--- src/hdl/tcfb_pkg.sv ---
// shared types, constants and crc function for the tc transfer frame builder
`timescale 1ns / 1ps
package tcfb_pkg;

  localparam int MaxFrameBytesDef = 1024;
  localparam int QueueDepth = 4;
  localparam int QPtrW = $clog2(QueueDepth);
  localparam int CfgIdxW = 3;
  localparam int CfgDataW = 10;
  localparam logic [15:0] CrcInit = 16'hFFFF;
  localparam logic [15:0] CrcPoly = 16'h1021;
  localparam logic [9:0] TrailerPlusHdrM1 = 10'd6;

  typedef struct packed {
    logic [7:0] data_byte;
    logic [9:0] payload_length;
  } in_word_t;

  typedef struct packed {
    logic [7:0] out_byte;
    logic       frame_end;
    logic       status_code;
  } out_word_t;

  typedef enum logic [CfgIdxW-1:0] {
    CFG_VERSION = 3'd0,
    CFG_BYPASS  = 3'd1,
    CFG_CTRL    = 3'd2,
    CFG_SC_ID   = 3'd3,
    CFG_VC_ID   = 3'd4
  } cfg_idx_e;

  typedef enum logic [1:0] {
    CMD_START = 2'd0,
    CMD_DATA  = 2'd1,
    CMD_ERROR = 2'd2
  } cmd_kind_e;

  typedef enum logic [2:0] {
    PH_W0_HI  = 3'd0,
    PH_W0_LO  = 3'd1,
    PH_W1_HI  = 3'd2,
    PH_W1_LO  = 3'd3,
    PH_SEQ    = 3'd4,
    PH_DATA   = 3'd5,
    PH_CRC_HI = 3'd6,
    PH_CRC_LO = 3'd7
  } phase_e;

  typedef struct packed {
    logic [15:0] w0;
    logic [15:0] w1;
    logic [7:0]  seq;
  } hdr_t;

  typedef struct packed {
    cmd_kind_e  kind;
    logic [7:0] data;
    logic       last;
    hdr_t       hdr;
  } cmd_t;

  typedef struct packed {
    logic full;
    logic empty;
  } q_stat_t;

  function automatic logic [15:0] crc16_byte(input logic [15:0] crc, input logic [7:0] b);
    logic [15:0] c;
    c = crc ^ {b, 8'h00};
    for (int i = 0; i < 8; i++) begin
      if (c[15]) begin
        c = {c[14:0], 1'b0} ^ CrcPoly;
      end else begin
        c = {c[14:0], 1'b0};
      end
    end
    return c;
  endfunction

endpackage

--- src/hdl/tcfb_cmd_queue.sv ---
// short command queue between the classifier and the byte emitter
`timescale 1ns / 1ps
module tcfb_cmd_queue (
  input  logic             clk_i,
  input  logic             rst_ni,
  input  logic             push_i,
  input  tcfb_pkg::cmd_t   push_cmd_i,
  input  logic             pop_i,
  output tcfb_pkg::cmd_t   head_cmd_o,
  output tcfb_pkg::q_stat_t stat_o
);
  import tcfb_pkg::*;

  cmd_t             mem_q [QueueDepth];
  logic [QPtrW-1:0] wr_ptr_q, wr_ptr_d;
  logic [QPtrW-1:0] rd_ptr_q, rd_ptr_d;
  logic [QPtrW:0]   cnt_q, cnt_d;

  always_comb begin
    wr_ptr_d = push_i ? wr_ptr_q + 1'b1 : wr_ptr_q;
    rd_ptr_d = pop_i ? rd_ptr_q + 1'b1 : rd_ptr_q;
    cnt_d = cnt_q;
    if (push_i && !pop_i) begin
      cnt_d = cnt_q + 1'b1;
    end else if (pop_i && !push_i) begin
      cnt_d = cnt_q - 1'b1;
    end
  end

  always_ff @(posedge clk_i or negedge rst_ni) begin
    if (!rst_ni) begin
      wr_ptr_q <= '0;
      rd_ptr_q <= '0;
      cnt_q    <= '0;
    end else begin
      wr_ptr_q <= wr_ptr_d;
      rd_ptr_q <= rd_ptr_d;
      cnt_q    <= cnt_d;
    end
  end

  always_ff @(posedge clk_i) begin
    if (push_i) begin
      mem_q[wr_ptr_q] <= push_cmd_i;
    end
  end

  assign head_cmd_o = mem_q[rd_ptr_q];
  assign stat_o     = '{full: (cnt_q == (QPtrW+1)'(QueueDepth)), empty: (cnt_q == '0)};

endmodule

--- src/hdl/tcfb_front.sv ---
// front end: config registers, frame tracking and word classification
`timescale 1ns / 1ps
module tcfb_front #(
  parameter int MaxFrameBytes = tcfb_pkg::MaxFrameBytesDef
) (
  input  logic                          clk_i,
  input  logic                          rst_ni,
  input  logic                          cfg_we_i,
  input  logic [tcfb_pkg::CfgIdxW-1:0]  cfg_idx_i,
  input  logic [tcfb_pkg::CfgDataW-1:0] cfg_wdata_i,
  input  logic                          in_valid_i,
  output logic                          in_stall_o,
  input  tcfb_pkg::in_word_t            in_word_i,
  input  tcfb_pkg::q_stat_t             q_stat_i,
  output logic                          push_o,
  output tcfb_pkg::cmd_t                push_cmd_o
);
  import tcfb_pkg::*;

  localparam logic [9:0] LenLimit = 10'(MaxFrameBytes - 8);

  logic [1:0] version_q;
  logic       bypass_q;
  logic       ctrl_q;
  logic [9:0] sc_id_q;
  logic [5:0] vc_id_q;

  logic [9:0] rem_q, rem_d;
  logic       discard_q, discard_d;
  logic [7:0] seq_q, seq_d;

  logic       accept;
  logic [9:0] len_sat;

  always_ff @(posedge clk_i or negedge rst_ni) begin
    if (!rst_ni) begin
      version_q <= '0;
      bypass_q  <= 1'b1;
      ctrl_q    <= 1'b1;
      sc_id_q   <= '0;
      vc_id_q   <= '0;
    end else if (cfg_we_i) begin
      case (cfg_idx_e'(cfg_idx_i))
        CFG_VERSION: version_q <= cfg_wdata_i[1:0];
        CFG_BYPASS:  bypass_q  <= cfg_wdata_i[0];
        CFG_CTRL:    ctrl_q    <= cfg_wdata_i[0];
        CFG_SC_ID:   sc_id_q   <= cfg_wdata_i[9:0];
        CFG_VC_ID:   vc_id_q   <= cfg_wdata_i[5:0];
        default: ;
      endcase
    end
  end

  assign in_stall_o = q_stat_i.full;
  assign accept     = in_valid_i && !q_stat_i.full;

  always_comb begin
    len_sat = in_word_i.payload_length;
    if (len_sat == '0) begin
      len_sat = 10'd1;
    end
    if (len_sat > LenLimit) begin
      len_sat = LenLimit;
    end
  end

  always_comb begin
    rem_d      = rem_q;
    discard_d  = discard_q;
    seq_d      = seq_q;
    push_o     = 1'b0;
    push_cmd_o.kind     = CMD_DATA;
    push_cmd_o.data     = in_word_i.data_byte;
    push_cmd_o.last     = 1'b0;
    push_cmd_o.hdr.w0   = {version_q, bypass_q, ctrl_q, 2'b00, sc_id_q};
    push_cmd_o.hdr.w1   = {vc_id_q, len_sat + TrailerPlusHdrM1};
    push_cmd_o.hdr.seq  = seq_q;
    if (accept) begin
      if (rem_q != '0) begin
        rem_d = rem_q - 1'b1;
        if (discard_q) begin
          // rest of a rejected frame is swallowed
          if (rem_q == 10'd1) begin
            discard_d = 1'b0;
          end
        end else begin
          push_o          = 1'b1;
          push_cmd_o.last = (rem_q == 10'd1);
          if (rem_q == 10'd1) begin
            seq_d = seq_q + 1'b1;
          end
        end
      end else begin
        rem_d  = len_sat - 1'b1;
        push_o = 1'b1;
        if (!(bypass_q && ctrl_q)) begin
          push_cmd_o.kind = CMD_ERROR;
          discard_d       = (len_sat != 10'd1);
        end else begin
          push_cmd_o.kind = CMD_START;
          push_cmd_o.last = (len_sat == 10'd1);
          discard_d       = 1'b0;
          if (len_sat == 10'd1) begin
            seq_d = seq_q + 1'b1;
          end
        end
      end
    end
  end

  always_ff @(posedge clk_i or negedge rst_ni) begin
    if (!rst_ni) begin
      rem_q     <= '0;
      discard_q <= 1'b0;
      seq_q     <= '0;
    end else begin
      rem_q     <= rem_d;
      discard_q <= discard_d;
      seq_q     <= seq_d;
    end
  end

endmodule

--- src/hdl/tcfb_back.sv ---
// back end: walks each command out as bytes, runs the crc, output register
`timescale 1ns / 1ps
module tcfb_back (
  input  logic                clk_i,
  input  logic                rst_ni,
  input  tcfb_pkg::cmd_t      head_cmd_i,
  input  tcfb_pkg::q_stat_t   q_stat_i,
  output logic                pop_o,
  output logic                out_valid_o,
  input  logic                out_stall_i,
  output tcfb_pkg::out_word_t out_word_o
);
  import tcfb_pkg::*;

  logic [2:0]  step_q, step_d;
  logic [15:0] crc_q, crc_d;
  logic        out_valid_q, out_valid_d;
  out_word_t   out_word_q, out_word_d;

  logic        fire;
  logic        done;
  phase_e      phase;
  logic [7:0]  cur_byte;

  assign fire = !q_stat_i.empty && (!out_valid_q || !out_stall_i);

  // data commands skip the header phases
  assign phase = phase_e'((head_cmd_i.kind == CMD_DATA) ? step_q + 3'd5 : step_q);

  always_comb begin
    case (phase)
      PH_W0_HI:  cur_byte = head_cmd_i.hdr.w0[15:8];
      PH_W0_LO:  cur_byte = head_cmd_i.hdr.w0[7:0];
      PH_W1_HI:  cur_byte = head_cmd_i.hdr.w1[15:8];
      PH_W1_LO:  cur_byte = head_cmd_i.hdr.w1[7:0];
      PH_SEQ:    cur_byte = head_cmd_i.hdr.seq;
      PH_DATA:   cur_byte = head_cmd_i.data;
      PH_CRC_HI: cur_byte = crc_q[15:8];
      PH_CRC_LO: cur_byte = crc_q[7:0];
      default:   cur_byte = head_cmd_i.data;
    endcase
  end

  always_comb begin
    step_d      = step_q;
    crc_d       = crc_q;
    done        = 1'b0;
    out_word_d  = out_word_q;
    out_valid_d = out_valid_q && out_stall_i;
    if (fire) begin
      out_valid_d = 1'b1;
      if (head_cmd_i.kind == CMD_ERROR) begin
        out_word_d = '{out_byte: 8'h00, frame_end: 1'b1, status_code: 1'b1};
        done       = 1'b1;
      end else begin
        out_word_d = '{out_byte: cur_byte, frame_end: (phase == PH_CRC_LO),
                       status_code: 1'b0};
        if (phase == PH_CRC_LO) begin
          crc_d = CrcInit;
          done  = 1'b1;
        end else if (phase != PH_CRC_HI) begin
          crc_d = crc16_byte(crc_q, cur_byte);
          done  = (phase == PH_DATA) && !head_cmd_i.last;
        end
      end
      step_d = done ? 3'd0 : step_q + 3'd1;
    end
  end

  assign pop_o = fire && done;

  always_ff @(posedge clk_i or negedge rst_ni) begin
    if (!rst_ni) begin
      step_q      <= '0;
      crc_q       <= CrcInit;
      out_valid_q <= 1'b0;
    end else begin
      step_q      <= step_d;
      crc_q       <= crc_d;
      out_valid_q <= out_valid_d;
    end
  end

  always_ff @(posedge clk_i) begin
    out_word_q <= out_word_d;
  end

  assign out_valid_o = out_valid_q;
  assign out_word_o  = out_word_q;

endmodule

--- src/hdl/tc_transfer_frame_builder.sv ---
// first result word is registered after the input word passes the command queue
// emitter sends one word per cycle unless stalled: a frame-opening input gives six
// words (eight if last, one if rejected), other payload words one (three if last)
// input is taken every cycle while the four-entry command queue has room
// reset clears frame state and sequence count, crc to all ones, config to defaults
`timescale 1ns / 1ps
module tc_transfer_frame_builder #(
  parameter int MaxFrameBytes = tcfb_pkg::MaxFrameBytesDef
) (
  input  logic                          clk_i,
  input  logic                          rst_ni,
  input  logic                          cfg_we_i,
  input  logic [tcfb_pkg::CfgIdxW-1:0]  cfg_idx_i,
  input  logic [tcfb_pkg::CfgDataW-1:0] cfg_wdata_i,
  input  logic                          in_valid_i,
  output logic                          in_stall_o,
  input  tcfb_pkg::in_word_t            in_word_i,
  output logic                          out_valid_o,
  input  logic                          out_stall_i,
  output tcfb_pkg::out_word_t           out_word_o
);
  import tcfb_pkg::*;

  logic    push;
  cmd_t    push_cmd;
  logic    pop;
  cmd_t    head_cmd;
  q_stat_t q_stat;

  tcfb_front #(
    .MaxFrameBytes(MaxFrameBytes)
  ) u_front (
    .clk_i      (clk_i),
    .rst_ni     (rst_ni),
    .cfg_we_i   (cfg_we_i),
    .cfg_idx_i  (cfg_idx_i),
    .cfg_wdata_i(cfg_wdata_i),
    .in_valid_i (in_valid_i),
    .in_stall_o (in_stall_o),
    .in_word_i  (in_word_i),
    .q_stat_i   (q_stat),
    .push_o     (push),
    .push_cmd_o (push_cmd)
  );

  tcfb_cmd_queue u_queue (
    .clk_i     (clk_i),
    .rst_ni    (rst_ni),
    .push_i    (push),
    .push_cmd_i(push_cmd),
    .pop_i     (pop),
    .head_cmd_o(head_cmd),
    .stat_o    (q_stat)
  );

  tcfb_back u_back (
    .clk_i      (clk_i),
    .rst_ni     (rst_ni),
    .head_cmd_i (head_cmd),
    .q_stat_i   (q_stat),
    .pop_o      (pop),
    .out_valid_o(out_valid_o),
    .out_stall_i(out_stall_i),
    .out_word_o (out_word_o)
  );

endmodule
--- config.mk ---
export PLATFORM = sky130hd
export DESIGN_NAME = tc_transfer_frame_builder
export DESIGN_NICKNAME = d
export VERILOG_FILES = /design/src/hdl/tcfb_pkg.sv /design/src/hdl/tcfb_cmd_queue.sv /design/src/hdl/tcfb_front.sv /design/src/hdl/tcfb_back.sv /design/src/hdl/tc_transfer_frame_builder.sv
export SDC_FILE = /design/constraint.sdc
export NUM_CORES = 1
export LEC_CHECK = 0
export BUFFER_PORTS_ARGS = -buffer_cell sky130_fd_sc_hd__buf_4
export CORE_ASPECT_RATIO = 1.75
export CORE_MARGIN = 3
export CORE_UTILIZATION = 50
export CTS_BUF_LIST = sky130_fd_sc_hd__clkbuf_4 sky130_fd_sc_hd__clkbuf_8 sky130_fd_sc_hd__clkbuf_16
export DETAILED_ROUTE_END_ITERATION = 7
export PLACE_DENSITY = 0.69
export SYNTH_ARGS = -nofsm -noshare
export SYNTH_HDL_FRONTEND = slang
export SYNTH_SLANG_ARGS = --single-unit
--- constraint.sdc ---
create_clock -name clk_i -period 4.8 [get_ports clk_i]
set_clock_uncertainty 0.15 [all_clocks]
set_input_delay 1.2 -clock clk_i [delete_from_list [all_inputs] [get_ports clk_i]]
set_output_delay 1.2 -clock clk_i [all_outputs]
set_load 0.02 [all_outputs]
Yosys cells after proc, flatten, opt, wreduce, memory -nomap -nowiden
Memory sizes are Yosys's and may differ from the RTL's.
Index checks and enable logic that the tools add are counted.

operators by class
  $add $sub $neg = 10
  order comparisons = 1
  equality and inequality tests = 20
  multiplexer cells = 74
  bitwise logic cells = 10
  reduce and logical (&&, ||, !) cells = 32

operators by type and width
  operator                                                 count
  2-to-1 mux 16 bit                                        30
  2-to-1 mux 13 bit                                        8
  one-hot mux 8 bit (8 select lines)                       1
  2-to-1 mux 8 bit                                         5
  2-to-1 mux 10 bit                                        3
  inverter 3 bit                                           8
  == test 10 x 1 -> 1 bit (second input constant)          2
  2-to-1 mux 1 bit                                         20
  subtractor 10 x 1 -> 10 bit (second input constant)      2
  == test 3 bit (second input constant)                    6
  bitwise XOR 16 bit                                       1
  == test 3 x 2 -> 1 bit (second input constant)           4
  2-to-1 mux 3 bit                                         4
  adder 10 x 3 -> 10 bit (second input constant)           1
  > comparator 10 bit (second input constant)              1
  logical NOT 10 bit                                       1
  inequality test 10 x 1 -> 1 bit (second input constant)  1
  AND reduction 2 bit                                      5
  nonzero test 10 bit                                      1
  logical NOT 3 bit                                        3
  adder 8 x 1 -> 8 bit (second input constant)             1
  logical AND 1 bit                                        8
  nonzero test 2 bit                                       4
  logical NOT 1 bit                                        7
  14 further kinds                                         20

word-level totals
  flip-flop bits (word level) = 76
  bits in writable memories = 196
  input bits = 36
  output and inout bits = 12
  word-level logic and storage cells = 165
  memories = 1

memory list
  memory         depth  bits a word  read ports  clocked after Yosys merged registers in  write ports  line                  RTL
  u_queue.mem_q  4      49           1           0                                        1            tcfb_cmd_queue.sv:14  cmd_t mem_q [QueueDepth];

Longest topological paths before layout
An unclocked memory read counts as a cell.

  depth after elaboration = 52
  gate-level depth with buffers = 15
  gate-level depth less buffers = 12

Modules after synthesis
From an unflattened synthesis, not the netlist that was laid out.

unflattened totals
  cell total of the unflattened synthesis = 809
  area total of the unflattened synthesis = 12796.0 um^2

by module, submodules not included
  module          instances  cells an instance  area each (um^2)  seq. area each (um^2)
  tcfb_cmd_queue  1          301                7816.2            6301.0
  tcfb_back       1          277                2636.3            820.8
  tcfb_front      1          231                2343.5            978.4

Least setup slack after synthesis
OpenSTA, ideal clock, no wires.

  path kind = input port to flip-flop
  start point = input port in_valid_i
  end point = memory u_queue.mem_q[0][0] in the netlist's numbering (enable)
  setup time = 412 ps
  data arrival time = 3671 ps
  data required time = 4238 ps
  path slack = 568 ps
  cell stages on the path = 6
  cell sequence = nor2b_1 -> clkbuf_1 -> nand3_1 -> or3_1 -> o21ai_1 -> and2_1

between the ends
  word-level cells in the longest chain between the ends = 4

RTL lines
  element                                 line                             RTL
  from (decl)                             tc_transfer_frame_builder.sv:15  input logic in_valid_i,
  logical AND 1 bit                       tcfb_front.sv:55                 assign accept = in_valid_i && !q_stat_i.full;
  2-to-1 mux 1 bit                        tcfb_front.sv:78                 if (accept) begin
  via push                                tc_transfer_frame_builder.sv:24  logic push;
  2-to-1 mux 1 bit                        tcfb_cmd_queue.sv:43             if (push_i) begin
  2-to-1 mux 1 bit (implied by the code)  tcfb_cmd_queue.sv:44             mem_q[wr_ptr_q] <= push_cmd_i;
  to (decl)                               tcfb_cmd_queue.sv:14

The timed path passes the listed nets, and every way through them passes these cells.

Final worst setup path
  start point = register u_queue.rd_ptr_q[0]
  end point = register u_back.crc_q[7]

between the ends
  word-level cells in the longest chain between the ends = 45
  elaborated cells on any way between the ends = 58
  those cells by class = 10 x eq/ne; 40 x mux; 4 x bitwise; 3 x reduce/logical; 1 x memory

RTL lines
  element                                      line                              RTL
  from (decl)                                  tcfb_cmd_queue.sv:16              logic [QPtrW-1:0] rd_ptr_q, rd_ptr_d;
  from (signal assigned)                       tcfb_cmd_queue.sv:37              rd_ptr_q <= rd_ptr_d;
  memory (4 x 49 bit) (*)                      n/a
  == test 2 x 1 -> 1 bit                       tcfb_back.sv:28                   assign phase = phase_e'((head_cmd_i.kind == CMD_DATA) ? step_q + 3'd5 : step_q);
  2-to-1 mux 3 bit                             tcfb_back.sv:28
  == test 3 bit, or another cell as far along  tcfb_back.sv:31, tcfb_back.sv:58
  one-hot mux 8 bit (8 select lines)           tcfb_back.sv:31                   case (phase)
  bitwise XOR 16 bit                           tcfb_pkg.sv:70                    c = crc ^ {b, 8'h00};
  2-to-1 mux 13 bit                            tcfb_pkg.sv:72                    if (c[15]) begin
  2-to-1 mux 16 bit                            tcfb_back.sv:61                   end else if (phase != PH_CRC_HI) begin
  [... 29 more ...]                            n/a
  2-to-1 mux 13 bit                            tcfb_pkg.sv:72
  2-to-1 mux 16 bit                            tcfb_back.sv:61
  2-to-1 mux 16 bit                            tcfb_back.sv:58                   if (phase == PH_CRC_LO) begin
  2-to-1 mux 16 bit                            tcfb_back.sv:52                   if (head_cmd_i.kind == CMD_ERROR) begin
  2-to-1 mux 16 bit                            tcfb_back.sv:50                   if (fire) begin
  2-to-1 mux 13 bit                            tcfb_pkg.sv:72
  2-to-1 mux 16 bit                            tcfb_back.sv:61
  2-to-1 mux 16 bit                            tcfb_back.sv:58
  to (signal assigned)                         tcfb_back.sv:75                   crc_q <= CrcInit;
  to (signal assigned)                         tcfb_back.sv:79                   crc_q <= crc_d;
  to (decl)                                    tcfb_back.sv:16                   logic [15:0] crc_q, crc_d;

Mark *: on every way between the ends. The rest lies on a longest branch, timed or not. The select of a mux whose other input is x is not followed.
A chain may end at the register's enable or synchronous reset.

==> qor.yml <==
run_status:
  status: "complete, no violations"
sta:
  worst_slew_pin_slew_ns: 1.07
  finalHoldViolations: 0
  worst_slack_ns: 0.784
  rsz0062_at_grt: "false"
  slew_headroom_pct: 28.4
  setup-violations-final: 0
  worst_hold_slack_ns: 0.339
  fmax_mhz: 249
  report.final.slew_viol_count: 0
  fin_crit_ns: 4.02
  fin_crit_sh_pct: 83.7
  fin_setup_tns_ns: 0
logic_synthesis:
  synth_compound_area_share_pct: 6.00
  synth_cell_types: 71
  synth_warnings: 0
  synth_top_family_by_area: "multiplexers"
  netlist_area_um2: 12000
  synth-simple-area-share_pct: 7.11
  synth-seq-cells: 272
  synthXorXnorAreaFrac_pct: 4.99
  avgSynthCellArea_um2: 15.9
  synthAdderAreaFrac_pct: 1.53
  synth-main-ff-cell: "edfxtp_1"
  synth_nets: 801
  synth-async-reset-ratio_pct: 24.3
  synthCells: 751
  synth.area.mux_share_pct: 12.9
  yosysSeqAreaShare_pct: 65.6
  synth_edf_count: 206
power_and_ir_drop:
  power_switching_mw: 3.89
  p_int_mw: 6.46
  cellLeakagePower_nw: 4.81
  netSwitchingFraction_pct: 37.6
  peakVddDrop_mv: 0.369
  pwr_density_cell_nw_per_um2: 764
  clkPwrFrac_pct: 18.5
  seq_power_share_pct: 35.5
  p_comb_share_pct: 46.1
clock_network:
  cts_resized: 0
  cts_setup_buffers: 0
  cts_hold_buf: 0
  cts_tree: "yes"
  clock-sinks: 272
  numCtsBuffers: 25
  ctsHtreeMaxLevel: 1
  clock_latency_ns: 0.52
  clockBufferDepth: 3
  root_buffer: "clkbuf_16"
  clk_pin_slew_ns: 0.07
layout:
  nets: 859
  antenna_cells: 0
  layout-drive-gt1-share_pct: 26.8
  area_growth_syn_to_layout_pct: 13.0
grt:
  grt_pass1_wl_um: 41100
  grtUsageMet1_pct: 25.6
  grt_start_max_net_pins: 67
  grt_usage_pct: 21.0
  globalRouteOverflowTotal: 0
  use_met3_pct: 2.33
  busiest_layer: "met2"
  grt_pass1_vias: 7038
  antenna_found_initial: 0
  use_met2_pct: 38.8
place:
  preCtsSetupSlack_ns: 0.627
  gp_congestion: 0.900
  io_buffer_count: 47
  dp.final_hpwl_um: 17900
worst_setup_path:
  required_ns: 5.09
  critPathKind: "flip-flop to flip-flop"
  startpoint_type: "flip-flop"
  worst_path_max_delay_cell: "a2111oi_0"
  end_kind: "flip-flop"
  slowest_delay_ns: 0.69
  crit_fanout: 33
  crit_chain: "buf_4 -> mux4_2 -> nor2b_1 -> nor3_1 -> a2111oi_0 -> a31oi_1 -> o22ai_2 -> xnor3_1 -> xor2_1 -> a21oi_1"
  cp.arrival_ns: 4.31
floorplan:
  ios: 48
  num_rows: 74
  dieWidth_um: 123
  initial_core_util_pct: 51.1
  core_area_um2: 23400
  die_h_um: 211
  die_area_um2: 25900
routing:
  ant_nets: 0
  wl_um: 26000
  first_iter_violations: 500
  drc: 0
  wire_per_inst_um: 23.0
  via_count: 6602
  dr.pass1.iters: 4
  viasPerCell: 5.84
hold_path:
  hold_path.class: "flip-flop to flip-flop"
job:
  drv_cap: 0
==> final cells by class <==
cell class | instances | area [µm²]
Fill cell | 1812 | 9890
Timing Repair Buffer | 65 | 538
Tap cell | 304 | 380
Inverter | 14 | 52.6
Multi-Input combinational cell | 431 | 3910
Clock buffer | 28 | 654
Sequential cell | 272 | 7870
Clock inverter | 17 | 139
==> layer usage <==
metal  wire length [µm]  vias up
met2              14500      141
met4                699        0
met3                861       33
li1                   -     3021
met5                  0        -
met1               9870     3407
==> placed cells by master, fill, tap and decap left out, types with 16 or more instances in the layout <==
cell type	synthesis	final
dfrtp_1	48	46
clkbuf_16	0	25
xnor2_1	31	31
nand3_1	16	16
nor2_1	34	34
dfstp_2	18	18
nand2_1	46	46
a21oi_1	22	22
xor2_1	16	16
mux2i_1	17	17
mux2_2	24	24
mux4_2	48	48
edfxtp_1	206	206
o21ai_0	17	17
buf_4	2	61
==> power by group through the flow <==
| stage | logic [mW] | clock network [mW] | registers, mW |
|---|---|---|---|
| after global routing | 5.21 | 2.05 | 3.73 |
| after global placement | 4.72 | 0 | 3.67 |
| after CTS | 4.83 | 1.95 | 3.67 |
| final | 4.77 | 1.91 | 3.67 |
| after detailed placement | 4.81 | 0 | 3.71 |
| after floorplan | 3.61 | 0 | 3.64 |
==> cells by family after synthesis <==
group | after synthesis
fa+ha+maj | 14
compound gates | 103
xor+xnor | 56
buf+inv | 48
simple gates | 168
mux | 90
flops | 272
==> worst max-delay path, delay by kind of cell (launching register included) <==
kind | cells | cell delay (ns)
xor+xnor | 2 | 0.64
mux | 1 | 0.66
simple gates | 2 | 0.19
compound gates | 4 | 1.27
buf+inv | 1 | 0.55
flops | 1 | 0.45
==> path summary, 6_finish.rpt <==
kind	end	from	depth (start not counted)	slack [ns]
max reg2reg	u_back.crc_q[7]	u_queue.rd_ptr_q[0]	10	0.78
min in group asynchronous	u_front.sc_id_q[0]	rst_ni	1	0.63
min	u_queue.cnt_q[2]	u_queue.cnt_q[2]	1	0.34
max	u_back.crc_q[7]	u_queue.rd_ptr_q[0]	10	0.78
min reg2reg	u_queue.cnt_q[2]	u_queue.cnt_q[2]	1	0.34
max in group asynchronous	u_queue.rd_ptr_q[0]	rst_ni	1	3.09
==> cells in the mapped netlist (3+ instances only) <==
cell type,instances,area share (%)
edfxtp_1,206,52
dfrtp_1,48,10
mux4_2,48,9.0
nand2_1,46,1.4
nor2_1,34,1.1
xnor2_1,31,2.3
mux2_2,24,2.3
a21oi_1,22,0.92
clkbuf_1,21,0.66
dfstp_2,18,3.9
mux2i_1,17,1.4
o21ai_0,17,0.71
nand3_1,16,0.67
xor2_1,16,1.2
nor3_1,15,0.63
inv_1,14,0.44
ha_1,13,1.4
o22a_1,10,0.73
o31ai_1,8,0.50
and2_1,7,0.37
nor2b_1,7,0.37
nor3b_1,7,0.44
and3_1,6,0.31
buf_2,6,0.25
o22ai_1,6,0.31
a31oi_1,5,0.26
nand2b_1,5,0.26
nand3b_1,5,0.31
a22oi_1,4,0.25
nor4_1,4,0.21
or3_1,4,0.21
a21o_1,3,0.19
a311oi_1,3,0.22
buf_6,3,0.28
nand4_1,3,0.16
o21ai_1,3,0.13
o22ai_2,3,0.31
xor2_2,3,0.41
==> stage by stage <==
step                util, %  total power [mW]  area [µm²]  std cells
global placement       54.4              8.39       12700       1086
detailed placement     54.4              8.53       12700       1086
floorplan                 -              7.25       12000        751
finish                 57.8              10.3       13500       1131
CTS                    57.8              10.4       13500       1131
global route           57.8              11.0       13500       1131
==> flip-flops by register name, indices dropped and copies added, names as in the netlist, 3 cells and up <==
register and count:
u_back.crc_q 16, u_back.out_word_o 10, u_back.step_q 3, u_front.rem_q 10, u_front.sc_id_q 10, u_front.seq_q 8
u_front.vc_id_q 6, u_queue.cnt_q 3, u_queue.mem_q 196
Note: power is estimated with default switching activity, not from simulation.
